## src/hdl/rfs_pkg.sv

```systemverilog
package rfs_pkg;

   // frame length and last bit position
   localparam int PayloadBits = 48;
   localparam int BitIdxW     = $clog2(PayloadBits);

   localparam logic [BitIdxW-1:0] LastBit = BitIdxW'(PayloadBits - 1);

   typedef logic [PayloadBits-1:0] frame_type;

   // phase codes
   localparam logic [1:0] PhIdle = 2'd0;
   localparam logic [1:0] PhPre  = 2'd1;
   localparam logic [1:0] PhSync = 2'd2;
   localparam logic [1:0] PhBits = 2'd3;

   localparam logic [15:0] CodeOn  = 16'd13107;
   localparam logic [15:0] CodeOff = 16'd21299;

   // register map
   localparam logic RegRepeatCount   = 1'b0;
   localparam logic RegPreambleUnits = 1'b1;

   localparam logic [3:0] RepeatCountReset   = 4'd3;
   localparam logic [5:0] PreambleUnitsReset = 6'd31;

   typedef struct packed {
      logic       switch_on;
      logic [2:0] button;
      logic [2:0] channel;
      logic       kind;
   } item_type;

   typedef struct packed {
      logic accepted;
      logic busy_res;
      logic led_on;
      logic tx_level;
   } result_type;

   function automatic logic [31:0] button_code(input logic [3:0] dev);
      logic [31:0] code;
      unique case (dev)
         4'd0:  code = 32'd859124533;
         4'd1:  code = 32'd861090613;
         4'd2:  code = 32'd892547893;
         4'd3:  code = 32'd1395864373;
         4'd4:  code = 32'd859124563;
         4'd5:  code = 32'd861090643;
         4'd6:  code = 32'd892547923;
         4'd7:  code = 32'd1395864403;
         4'd8:  code = 32'd859125043;
         4'd9:  code = 32'd861091123;
         4'd10: code = 32'd892548403;
         4'd11: code = 32'd1395864883;
         4'd12: code = 32'd859132723;
         4'd13: code = 32'd861098803;
         4'd14: code = 32'd892556083;
         4'd15: code = 32'd1395872563;
         default: code = 32'd0;
      endcase
      return code;
   endfunction

endpackage

```

## src/hdl/rfs_core.sv

```systemverilog
module rfs_core (
   input  logic                 clock,
   input  logic                 reset,
   input  logic                 item_valid,
   input  rfs_pkg::item_type    item,
   input  logic [3:0]           repeat_count,
   input  logic [5:0]           preamble_units,
   output rfs_pkg::result_type  result
);

   logic [1:0]                  phase_ff, phase_in;
   logic [5:0]                  unit_count_ff, unit_count_in;
   logic [rfs_pkg::BitIdxW-1:0] bit_index_ff, bit_index_in;
   logic [3:0]                  repeats_left_ff, repeats_left_in;
   rfs_pkg::frame_type          frame_bits_ff, frame_bits_in;
   logic                        line_level_ff, line_level_in;
   logic                        lamp_ff, lamp_in;

   logic                        cmd_ok;
   logic [1:0]                  ch_idx, bt_idx;
   logic [15:0]                 onoff;
   logic [5:0]                  unit_next;
   logic [rfs_pkg::BitIdxW-1:0] bit_next;
   logic                        cur_bit;
   logic                        lvl, led;

   assign ch_idx    = 2'(item.channel - 3'd1);
   assign bt_idx    = 2'(item.button - 3'd1);
   assign onoff     = item.switch_on ? rfs_pkg::CodeOn : rfs_pkg::CodeOff;
   assign unit_next = unit_count_ff + 6'd1;
   assign bit_next  = bit_index_ff + rfs_pkg::BitIdxW'(1);
   assign cur_bit   = frame_bits_ff[bit_index_ff];
   assign cmd_ok    = (phase_ff == rfs_pkg::PhIdle) &&
                      (item.channel >= 3'd1) && (item.channel <= 3'd4) &&
                      (item.button >= 3'd1) && (item.button <= 3'd4);

   always_comb begin
      phase_in        = phase_ff;
      unit_count_in   = unit_count_ff;
      bit_index_in    = bit_index_ff;
      repeats_left_in = repeats_left_ff;
      frame_bits_in   = frame_bits_ff;
      line_level_in   = line_level_ff;
      lamp_in         = lamp_ff;
      lvl             = line_level_ff;
      led             = 1'b0;

      if (!item.kind) begin
         if (cmd_ok) begin
            frame_bits_in   = rfs_pkg::frame_type'({onoff,
                                 rfs_pkg::button_code({ch_idx, bt_idx})});
            repeats_left_in = (repeat_count == 4'd0) ? 4'd0 : repeat_count - 4'd1;
            phase_in        = rfs_pkg::PhPre;
            unit_count_in   = 6'd0;
            bit_index_in    = '0;
            line_level_in   = 1'b0;
            lamp_in         = 1'b1;
         end
         lvl = line_level_in;
         led = lamp_in;
      end else begin
         unique case (phase_ff)
            rfs_pkg::PhPre: begin
               lvl           = 1'b0;
               led           = 1'b1;
               unit_count_in = unit_next;
               // a zero preamble length ends after one unit
               if (unit_next >= preamble_units || unit_next == 6'd0) begin
                  phase_in      = rfs_pkg::PhSync;
                  unit_count_in = 6'd0;
                  line_level_in = 1'b1;
                  lamp_in       = 1'b0;
               end
            end
            rfs_pkg::PhSync: begin
               lvl           = 1'b1;
               phase_in      = rfs_pkg::PhBits;
               unit_count_in = 6'd0;
               bit_index_in  = '0;
               line_level_in = 1'b0;
            end
            rfs_pkg::PhBits: begin
               lvl           = bit_index_ff[0];
               unit_count_in = unit_next;
               line_level_in = bit_index_ff[0];
               if (unit_next >= (cur_bit ? 6'd3 : 6'd1)) begin
                  unit_count_in = 6'd0;
                  if (bit_index_ff >= rfs_pkg::LastBit) begin
                     bit_index_in = '0;
                     if (repeats_left_ff != 4'd0) begin
                        repeats_left_in = repeats_left_ff - 4'd1;
                        phase_in        = rfs_pkg::PhPre;
                        line_level_in   = 1'b0;
                        lamp_in         = 1'b1;
                     end else begin
                        phase_in = rfs_pkg::PhIdle;
                     end
                  end else begin
                     bit_index_in  = bit_next;
                     line_level_in = bit_next[0];
                  end
               end
            end
            default: begin
               lamp_in = 1'b0;
            end
         endcase
      end

      result.tx_level = lvl;
      result.led_on   = led;
      result.busy_res = (phase_in != rfs_pkg::PhIdle);
      result.accepted = !item.kind && cmd_ok;
   end

   always_ff @(posedge clock) begin
      if (reset) begin
         phase_ff        <= rfs_pkg::PhIdle;
         unit_count_ff   <= 6'd0;
         bit_index_ff    <= '0;
         repeats_left_ff <= 4'd0;
         line_level_ff   <= 1'b1;
         lamp_ff         <= 1'b0;
      end else if (item_valid) begin
         phase_ff        <= phase_in;
         unit_count_ff   <= unit_count_in;
         bit_index_ff    <= bit_index_in;
         repeats_left_ff <= repeats_left_in;
         line_level_ff   <= line_level_in;
         lamp_ff         <= lamp_in;
      end
   end

   always_ff @(posedge clock) begin
      if (item_valid) begin
         frame_bits_ff <= frame_bits_in;
      end
   end

endmodule

```

## src/hdl/rf_socket_pulse_frame_sender.sv

```systemverilog
// channel   direction  fields
// req_      in         tuser: kind; tdata: channel, button, switch_on
// rsp_      out        tdata: tx_level, led_on, busy_res, accepted
// csr_      in/out     repeat_count at 0x0, preamble_units at 0x4
//
// one transaction per cycle on req_ while ready; its result shows in rsp_ the cycle after
// the sequencer state updates in the same edge that takes the transaction
// req_tready drops only while the result register is full and rsp_tready is low
// synchronous active-high reset: line high, lamp off, idle, result register empty
module rf_socket_pulse_frame_sender (
   input  logic        clock,
   input  logic        reset,

   input  logic        req_tvalid,
   output logic        req_tready,
   input  logic [7:0]  req_tdata,   // [2:0] channel, [5:3] button, [6] switch_on
   input  logic        req_tuser,   // [0] kind

   output logic        rsp_tvalid,
   input  logic        rsp_tready,
   output logic [7:0]  rsp_tdata,   // [0] tx_level, [1] led_on, [2] busy_res, [3] accepted

   input  logic        csr_psel,
   input  logic        csr_penable,
   input  logic        csr_pwrite,
   input  logic [2:0]  csr_paddr,
   input  logic [31:0] csr_pwdata,
   output logic [31:0] csr_prdata,
   output logic        csr_pready
);

   logic [3:0]          repeat_count_ff;
   logic [5:0]          preamble_units_ff;
   logic                csr_write;
   logic                req_take;
   rfs_pkg::item_type   item;
   rfs_pkg::result_type result;
   rfs_pkg::result_type rsp_data_ff;
   logic                rsp_valid_ff;

   assign csr_pready = 1'b1;
   assign csr_write  = csr_psel && csr_penable && csr_pwrite && csr_pready;

   always_ff @(posedge clock) begin
      if (reset) begin
         repeat_count_ff   <= rfs_pkg::RepeatCountReset;
         preamble_units_ff <= rfs_pkg::PreambleUnitsReset;
      end else if (csr_write) begin
         unique case (csr_paddr[2])
            rfs_pkg::RegRepeatCount:   repeat_count_ff   <= csr_pwdata[3:0];
            rfs_pkg::RegPreambleUnits: preamble_units_ff <= csr_pwdata[5:0];
            default: ;
         endcase
      end
   end

   always_comb begin
      unique case (csr_paddr[2])
         rfs_pkg::RegRepeatCount:   csr_prdata = {28'd0, repeat_count_ff};
         rfs_pkg::RegPreambleUnits: csr_prdata = {26'd0, preamble_units_ff};
         default:                   csr_prdata = 32'd0;
      endcase
   end

   assign req_tready = !rsp_valid_ff || rsp_tready;
   assign req_take   = req_tvalid && req_tready;

   assign item.kind      = req_tuser;
   assign item.channel   = req_tdata[2:0];
   assign item.button    = req_tdata[5:3];
   assign item.switch_on = req_tdata[6];

   rfs_core u_core (
      .clock          (clock),
      .reset          (reset),
      .item_valid     (req_take),
      .item           (item),
      .repeat_count   (repeat_count_ff),
      .preamble_units (preamble_units_ff),
      .result         (result)
   );

   always_ff @(posedge clock) begin
      if (reset) begin
         rsp_valid_ff <= 1'b0;
      end else if (req_take) begin
         rsp_valid_ff <= 1'b1;
      end else if (rsp_tready) begin
         rsp_valid_ff <= 1'b0;
      end
   end

   always_ff @(posedge clock) begin
      if (req_take) begin
         rsp_data_ff <= result;
      end
   end

   assign rsp_tvalid = rsp_valid_ff;
   assign rsp_tdata  = {4'd0, rsp_data_ff};

endmodule

```

## config.mk

```make
export PLATFORM = sky130hd
export DESIGN_NAME = rf_socket_pulse_frame_sender
export DESIGN_NICKNAME = d
export VERILOG_FILES = /design/src/hdl/rfs_pkg.sv /design/src/hdl/rfs_core.sv /design/src/hdl/rf_socket_pulse_frame_sender.sv
export SDC_FILE = /design/constraint.sdc
export NUM_CORES = 1
export LEC_CHECK = 0
export ABC_AREA = 1
export BUFFER_PORTS_ARGS = -buffer_cell sky130_fd_sc_hd__buf_4
export CORE_ASPECT_RATIO = 1.75
export CORE_MARGIN = 3
export CORE_UTILIZATION = 25
export CTS_BUF_LIST = sky130_fd_sc_hd__clkbuf_16
export DETAILED_ROUTE_END_ITERATION = 7
export GPL_ROUTABILITY_DRIVEN = 0
export HOLD_SLACK_MARGIN = 0.03
export PLACE_DENSITY = 0.42
export SETUP_SLACK_MARGIN = 0.15
export SKIP_CTS_REPAIR_TIMING = 1
export SYNTH_ARGS = -nofsm -noshare
export SYNTH_HDL_FRONTEND = slang
export SYNTH_SLANG_ARGS = --single-unit
```

## constraint.sdc

```tcl
create_clock -name clock -period 4 [get_ports clock]
set_input_delay 0.8 -clock clock [delete_from_list [all_inputs] [get_ports clock]]
set_output_delay 0.8 -clock clock [all_outputs]
set_load 0.01 [all_outputs]
```

==> reports/metrics.cfg, run 1 <==
[run_status]
status=finished, final reports clean

[layout]
nets=523
final_area_um2=3700
layout_commonest_cell=nand2_1
antenna_cells=0
area_delta_synth_final_pct=15.2
mostFrequentLayoutCells=nand2_1, inv_1, nor2_1, o21ai_0, buf_4
final_cells=628
drive_above_1_share_pct=13.5

[clocking]
path_clk_slew_ns=0.07
cts_made_buffers=5
cts_buffer_depth=2
numClockSinks=53
clock_latency_ns=0.30
cts_tree=done
cts_root_buf=clkbuf_16
htreeDepth=2

[power_and_ir_drop]
swShare_pct=27.0
combPwrFrac_pct=16.4
p_per_area_nw_per_um2=361
power.share.sequential_pct=45.4
ir_worst_vdd_v=0.000145
p_clk_share_pct=38.2
power_switching_mw=0.361
leakagePower_nw=1.71
p_int_mw=0.977
total_power_mw=1.34

[hold_path]
hold_class=flop to flop

[yosys]
synth_largest_area_cell=edfxtp_1
synthFlopType=dfxtp_1
ys_seq_area_share_pct=39.9
avgSynthCellArea_um2=7.49
ys_types=35
synthArstFlopShare_pct=0
synth_top_area_share_pct=20.6
syn-instance-count=429
syn-cell-area_um2=3210
synth-edff-count=22
synth.area.top_cells=edfxtp_1, dfxtp_1, nand2_1, buf_4, inv_1
yosysWarnings=0
ys_ff_latch=53

[setup_path]
cp_max_fo=6
cp.required_ns=4.03
cp-end-kind=flop
crit_type=flop to flop
critPathArrivalTime_ns=2.94
start_kind=flop

[grt]
grt_max_degree=23
grt_pass1_vias=2612
grtUsageTotal_pct=10.7
grt_pass1_wl_um=12300
antenna_found_initial=0
grt-ovfl-total=0

[routing]
drt_first_pass_iters=4
wl_um=7410
wl_per_cell_um=11.8
via_per_inst=4.25
routed-via-count=2671
antenna_left=0
drc_errors=0
drtIter0Drc=139

[floorplanning]
io_pins=94
die_w_um=91.7
die_h_um=156
num_rows=54
die-area_um2=14300
coreArea_um2=12500
start_util_pct=25.7

[timing]
rsz0062_at_grt=no
fmax_ghz=0.344
min_period_ns=2.90
skew_ns=0.00959
setup-tns-final_ns=0
setup_viol_count_final=0
relSlewSlack_pct=55.6
finalHoldViolCount=0
tightest_slew_ns=0.663
report.final.slew_viol_count=0
fin_crit_sh_pct=72.6

[placed_design]
dp_hpwl_um=5820
placed_area_um2=3520
portBuffers=33
dp_cells=620

[run]
maxCapViolations=0

==> stage by stage <==
stage	worst slack [ns]	utilization (%)	hold slack, ns
after floorplan	1.02	-	0.446
after global placement	1.08	28.2	0.469
after detailed placement	1.03	28.2	0.474
after CTS	1.02	29.6	0.485
after global routing	0.733	29.6	0.518
final	1.10	29.6	0.486
==> power groups by stage <==
stage | registers (mW) | logic, mW | clock network (mW)
CTS | 0.607 | 0.223 | 0.532
finish | 0.607 | 0.219 | 0.511
global route | 0.610 | 0.253 | 0.545
global placement | 0.619 | 0.220 | 0
floorplan | 0.617 | 0.174 | 0
detailed placement | 0.619 | 0.222 | 0
==> synth_stat cells (5+ instances only) <==
cell and number:
nand2_1 76, inv_1 54, nor2_1 46, o21ai_0 35, a21oi_1 32, buf_4 32
dfxtp_1 31, nand3_1 29, edfxtp_1 22, ha_1 13, nor3_1 8, xor2_1 7
clkbuf_1 6, nor2_2 5, o21ai_1 5
==> sequential cells by signal, indices dropped and copies added (netlist names) <==
signal,cells
preamble_units_ff,6
repeat_count_ff,4
rsp_tdata,4
rsp_tvalid,1
u_core.bit_index_ff,6
u_core.frame_bits_ff,18
u_core.lamp_ff,1
u_core.line_level_ff,1
u_core.phase_ff,2
u_core.repeats_left_ff,4
u_core.unit_count_ff,6
==> area by class of cell <==
type                            instances  area, um^2
Clock inverter                          1        5.00
Inverter                               57         214
Fill cell                            1363        8800
Tap cell                              168         210
Timing Repair Buffer                   34         255
Multi-Input combinational cell        308        1560
Clock buffer                            7         175
Sequential cell                        53        1280
==> worst paths after layout <==
| check | depth (start not counted) | endpoint | slack (ns) | startpoint |
|---|---|---|---|---|
| worst max-delay path | 16 | rsp_tdata[2] | 1.10 | u_core.unit_count_ff[0] |
| worst min-delay path | 2 | u_core.repeats_left_ff[1] | 0.49 | u_core.repeats_left_ff[1] |
| worst max register to register | 16 | rsp_tdata[2] | 1.10 | u_core.unit_count_ff[0] |
| worst min register to register | 2 | u_core.repeats_left_ff[1] | 0.49 | u_core.repeats_left_ff[1] |
==> logic make-up after synthesis <==
kind of cell	after synthesis	synth area share [%]
adders and majority gates	13	5.06
AOI/OAI and AO/OA	81	13.5
xor gates and xnor gates	8	2.18
buffers and inverters	97	15.1
other	2	0.234
and+or+nand+nor	175	24.1
DFF	53	39.9
==> layer usage <==
metal | track usage (%) | wire (um)
met1 | 10.0 | 2670
met4 | 4.04 | 129
met3 | 1.88 | 273
met2 | 22.4 | 4350
met5 | 0 | 0
==> critical path: stages, from the launching register on <==
cell and delay [ns]:
dfxtp_1 0.47, nand3_1 0.16, nor2_1 0.12, nand2_1 0.07, xor2_1 0.23, inv_1 0.10, ha_1 0.29, nand2_1 0.12
nor2_1 0.06, o21ai_0 0.06, o211ai_1 0.10, nor2_1 0.19, nand2_1 0.14, o21ai_0 0.16, nor2_1 0.08, a22oi_1 0.15
o21ai_0 0.13
Note: power is estimated with default switching activity, not from simulation.
==> run 2: changes to the inputs <==
Settings changed: PLACE_DENSITY 0.42 to 0.43.
Clock period 4 ns to 2.4 ns, I/O delays scaled along.
==> run 2 against run 1 <==
The run now ends with setup timing left. Register-to-register slack worse by 1.1 ns. Worst hold slack worse by 0.11 ns. Total power rose by 62%. Clock power increased by 38%.
==> reports/metrics.cfg, run 2 (synthesis results as in run 1) <==
[run_status]
status=finished with violations
violations=setup timing

[timing]
worst_slack_ns=-0.0112  ; -1.11 ns
tightest_slew_ns=0.690  ; +0.0268 ns
setup_viol_count_final=1  ; +1
rsz0062_at_grt=yes
min_period_ns=2.41  ; -0.493 ns
relSlewSlack_pct=54.0  ; -1.7 points
fin_crit_sh_pct=100  ; +28 points
setup-tns-final_ns=-0.0112  ; -0.0112 ns
skew_ns=0.0117  ; +0.00206 ns
fmax_ghz=0.415  ; +20%
timing.hold.ws_ns=0.376  ; -0.111 ns
finalHoldViolCount=0  ; unchanged
report.final.slew_viol_count=0  ; unchanged

[routing]
drtIter0Drc=95  ; -32%
wl_um=7860  ; +6.0%
drt_first_pass_iters=6  ; +2
routed-via-count=2810  ; +5.2%
antenna_left=0  ; unchanged
wl_per_cell_um=12.1  ; +2.1%
via_per_inst=4.31  ; +1.3%
drc_errors=0  ; unchanged

[setup_path]
cp-end-kind=flop
critPathArrivalTime_ns=2.46  ; -0.48 ns
r2r_start=u_core.unit_count_ff[0]
r2r_slack_ns=-0.01  ; -1.11 ns
path_cells=ha_4, nand3_1, xnor2_2, ha_1, nand2_4, nor2_4, o21ai_2, o211ai_1, nor2_2, nand2_2, o21ai_2, nor2_2, a22oi_1, o21ai_1
crit_type=flop to flop
start_kind=flop
r2r_cells=14  ; -2
r2r_end=rsp_tdata[2]
crit_slowest_cell=dfxtp_4
cp_max_fo=3  ; -3
max_stage_delay_ns=0.38  ; -0.09 ns
cp.required_ns=2.45  ; -1.58 ns

[layout]
final_cells=652  ; +3.8%
drive_above_1_share_pct=25.0  ; +12 points
fillers=1342  ; -1.5%
final_util_pct=32.2  ; +2.6 points
largest_register_ffs=18  ; unchanged
mostFrequentLayoutCells=nand2_1, buf_4, inv_1, nor2_1, o21ai_0
final_area_um2=4020  ; +8.7%
antenna_cells=0  ; unchanged
top_register=u_core.frame_bits_ff
nets=547  ; +4.6%
layout_commonest_cell=nand2_1
area_delta_synth_final_pct=25.1

[floorplanning]
coreArea_um2=12500  ; unchanged
die_w_um=91.7  ; unchanged
num_rows=54  ; unchanged
die-area_um2=14300  ; unchanged
die_h_um=156  ; unchanged
start_util_pct=25.7  ; unchanged
io_pins=94  ; unchanged

[grt]
grt-ovfl-total=0  ; unchanged
antenna_found_initial=0  ; unchanged
grt_pass1_wl_um=12600  ; +2.6%
grt_max_degree=20  ; -13%
grt_pass1_vias=2795  ; +7.0%
grtUsageTotal_pct=11.0  ; +0.22 points

[clocking]
htreeDepth=2  ; unchanged
numClockSinks=53  ; unchanged
path_clk_slew_ns=0.07  ; about the same
clock_latency_ns=0.30  ; about the same
cts_tree=done
cts_root_buf=clkbuf_16
cts_made_buffers=5  ; unchanged
cts_buffer_depth=2  ; unchanged

[placed_design]
portBuffers=33  ; unchanged
dp_hpwl_um=6020  ; +3.6%
dp_slack_ns=-0.245  ; -1.27 ns
dp_cells=641  ; +3.4%
placed_area_um2=3690  ; +4.7%

[power_and_ir_drop]
leakagePower_nw=1.83  ; +7.4%
combPwrFrac_pct=20.9  ; +4.5 points
p_clk_share_pct=32.6  ; -5.6 points
p_per_area_nw_per_um2=540  ; +49%
p_int_mw=1.55  ; +59%
power_switching_mw=0.622  ; +73%
total_power_mw=2.17  ; +62%
ir_worst_vdd_v=0.000261  ; +80%
swShare_pct=28.7  ; +1.7 points
power.share.sequential_pct=46.5  ; +1.1 points

[hold_path]
hold_depth=1  ; -1
hp-start=req_tdata[6]
hold_class=input pin to flop
min_to=u_core.frame_bits_ff[45]

[run]
maxCapViolations=0  ; unchanged

run 2: power groups by stage:
stage          combinational (mW)  clock (mW)  sequential (mW)
2_1_floorplan               0.292           0             1.03
3_3_place_gp                0.411           0             1.03
6_report                    0.455       0.707             1.01
5_1_grt                     0.512       0.767             1.02
3_5_place_dp                0.417           0             1.03
4_1_cts                     0.418       0.736             1.01
run 2: routing by layer:
metal / GRT usage (%) / vias up / part of all wire [%]
li1: - / 1441 / -
met5: 0 / - / 0
met2: 22.7 / 60 / 58
met4: 4.89 / 0 / 2.6
met1: 10.0 / 1296 / 36
met3: 1.88 / 13 / 3.9
run 2: worst max path at each step:
stage	end	startpoint	slack (ns)
global placement	rsp_tdata[2]	u_core.unit_count_ff[1]	-0.19
CTS	rsp_tdata[2]	u_core.unit_count_ff[1]	-0.26
detailed placement	rsp_tdata[2]	u_core.unit_count_ff[1]	-0.24
global route	u_core.line_level_ff	u_core.unit_count_ff[1]	-0.19
floorplan	rsp_tdata[2]	u_core.unit_count_ff[0]	0.13
finish	rsp_tdata[2]	u_core.unit_count_ff[0]	-0.01
run 2: worst max-delay path: cells and delay by family (launching register included):
kind                     cells  cell delay (ns)
adder cells (fa/ha/maj)      2             0.46
AND/OR/NAND/NOR              6             0.59
flip-flops                   1             0.38
XOR/XNOR                     1             0.16
AO/OA/AOI/OAI                5             0.55
run 2: area by class of cell:
type,count,area (um^2),area share (%)
repair buffers,58,439,10.9
clock buffers,5,125,3.11
flip-flops and latches,53,1290,32.1
well taps,168,210,5.23
clock inverters,3,15.0,0.373
inverters,57,218,5.41
multi-input cells,308,1720,42.8
==> run 3: changes to the inputs <==
Settings changed: PLACE_DENSITY 0.43 to unset, PLACE_DENSITY_LB_ADDON set to 0.2.
==> run 3 against run 2 <==
The flow still finishes with violations (setup timing). Sequential power about the same. Worst setup slack improved by 0.00098 ns. Worst hold slack got worse by 0.0031 ns. Core utilization decreased by 0.47 points. Critical path type unchanged. Largest power group unchanged. Highest routed layer unchanged.
==> reports/metrics.cfg, run 3 (synthesis results as in run 1) <==
[run_status]
status=finished with violations
violations=setup timing

[setup_path]
cp-end-kind=flop
r2r_slack_ns=-0.01  ; about the same
crit_slowest_cell=dfxtp_2
cpMostUsedCell=nor2_1
start_kind=flop
cp.required_ns=2.44  ; about the same
critPathArrivalTime_ns=2.45  ; about the same
max_stage_delay_ns=0.36  ; -0.02 ns
crit_type=flop to flop
path_cells=nand3_2, nor2_1, nand2_1, xor2_2, inv_2, ha_4, a21oi_2, o211ai_1, nor2_1, nand2_2, o21ai_2, nor2_2, a22oi_1, o21ai_1
r2r_start=u_core.unit_count_ff[0]
r2r_cells=14  ; unchanged
cp_max_fo=3  ; unchanged
r2r_end=rsp_tdata[2]

[floorplanning]
num_rows=54  ; unchanged
die_w_um=91.7  ; unchanged
die_h_um=156  ; unchanged
io_pins=94  ; unchanged
coreArea_um2=12500  ; unchanged
die-area_um2=14300  ; unchanged
start_util_pct=25.7  ; unchanged

[hold_path]
min_to=u_core.frame_bits_ff[45]
hold_class=input pin to flop
hp-start=req_tdata[6]
hold_depth=1  ; unchanged

[clocking]
cts_root_buf=clkbuf_16
cts_made_buffers=5  ; unchanged
cts_tree=done
cts_buffer_depth=2  ; unchanged
clock_latency_ns=0.30  ; about the same
numClockSinks=53  ; unchanged
htreeDepth=2  ; unchanged
path_clk_slew_ns=0.07  ; about the same

[placed_design]
portBuffers=33  ; unchanged
placed_area_um2=3690  ; unchanged
dp_hpwl_um=5950  ; -1.3%

[grt]
grt-ovfl-total=0  ; unchanged
grt_pass1_wl_um=12300  ; -2.1%
grtUsageTotal_pct=10.7  ; -0.26 points
grt_pass1_vias=2734  ; -2.2%
grt_max_degree=20  ; unchanged
antenna_found_initial=0  ; unchanged

[power_and_ir_drop]
swShare_pct=26.9  ; -1.7 points
power.share.sequential_pct=44.7  ; -1.8 points
combPwrFrac_pct=19.3  ; -1.6 points
power_switching_mw=0.607  ; -2.4%
leakagePower_nw=1.83  ; about the same
p_per_area_nw_per_um2=568  ; +5.3%
ir_worst_vdd_v=0.000290  ; +11%
p_int_mw=1.65  ; +6.3%
p_clk_share_pct=36.0  ; +3.4 points
total_power_mw=2.25  ; +3.8%

[timing]
worst_slack_ns=-0.0102  ; +0.000978 ns
report.final.slew_viol_count=0  ; unchanged
timing.hold.ws_ns=0.372  ; -0.00309 ns
min_period_ns=2.41  ; -0.000978 ns
finalHoldViolCount=0  ; unchanged
relSlewSlack_pct=54.3  ; +0.33 points
tightest_slew_ns=0.685  ; -0.00488 ns
setup-tns-final_ns=-0.0102  ; +0.000978 ns
fin_crit_sh_pct=100  ; about the same
setup_viol_count_final=1  ; unchanged
skew_ns=0.0110  ; -0.000617 ns
fmax_ghz=0.415  ; about the same
rsz0062_at_grt=yes

[routing]
wl_um=7590  ; -3.5%
drt_first_pass_iters=4  ; -2
drtIter0Drc=142  ; +49%
via_per_inst=4.27  ; -0.81%
drc_errors=0  ; unchanged
routed-via-count=2783  ; -0.96%
antenna_left=0  ; unchanged
wl_per_cell_um=11.7  ; -3.3%

[layout]
drive_above_1_share_pct=21.7  ; -3.3 points
fillers=1372  ; +2.2%
final_util_pct=31.7  ; -0.47 points
mostFrequentLayoutCells=nand2_1, buf_4, inv_1, nor2_1, o21ai_0
layout_commonest_cell=nand2_1
nets=546  ; -0.18%
largest_register_ffs=18  ; unchanged
antenna_cells=0  ; unchanged
top_register=u_core.frame_bits_ff
final_area_um2=3960  ; -1.5%
area_delta_synth_final_pct=23.3

[run]
maxCapViolations=0  ; unchanged

run 3: cell count changes in the layout (fill, tap and decap cells not counted), sizes merged:
cell	before	now
clkinvlp	2	0
buf	58	57
bufinv	0	1
clkinv	1	2
run 3: metrics by stage:
step           setup slack [ns]  instances
2_1_floorplan             0.132        458
3_3_place_gp             -0.130        641
3_5_place_dp             -0.126        641
4_1_cts                  -0.135        649
5_1_grt                  -0.174        651
6_report                -0.0102        651
run 3: layer usage:
| metal | vias up | wire length (um) | global-route usage, % |
|---|---|---|---|
| met2 | 52 | 4400 | 22.3 |
| met3 | 8 | 267 | 1.83 |
| met4 | 0 | 136 | 3.97 |
| li1 | 1433 | - | - |
| met1 | 1290 | 2780 | 9.97 |
| met5 | - | 0 | 0 |
run 3: how the worst max path moves through the flow:
stage / endpoint / cells after the start / slack (ns) / start
after CTS: rsp_tdata[2] / 16 / -0.14 / u_core.unit_count_ff[0]
after floorplan: rsp_tdata[2] / 16 / 0.13 / u_core.unit_count_ff[0]
final: rsp_tdata[2] / 14 / -0.01 / u_core.unit_count_ff[0]
after global routing: rsp_tdata[2] / 16 / -0.17 / u_core.unit_count_ff[1]
after detailed placement: rsp_tdata[2] / 16 / -0.13 / u_core.unit_count_ff[1]
after global placement: rsp_tdata[2] / 16 / -0.13 / u_core.unit_count_ff[1]
run 3: area by class of cell:
cell class,instances,area (um^2),area share (%)
repair buffers,57,428,10.8
clock buffers,5,125,3.16
well taps,168,210,5.30
multi-input cells,308,1660,42.0
flip-flops and latches,53,1280,32.4
inverters,57,214,5.40
clock inverters,3,37.5,0.947
run 3: critical path: cells and delay by family, from the launching register on:
kind / cells / cell delay [ns]
XOR/XNOR: 1 / 0.18
buffers and inverters: 1 / 0.07
AO/OA/AOI/OAI: 5 / 0.68
flip-flops: 1 / 0.36
adder cells (fa/ha/maj): 1 / 0.23
AND/OR/NAND/NOR: 6 / 0.62
run 3: power groups by stage:
stage                     registers, mW  clock network (mW)  logic, mW
after floorplan                    1.03                   0      0.292
after global placement             1.03                   0      0.410
after detailed placement           1.03                   0      0.415
after CTS                          1.01               0.842      0.417
after global routing               1.01               0.871      0.491
final                              1.01               0.811      0.435
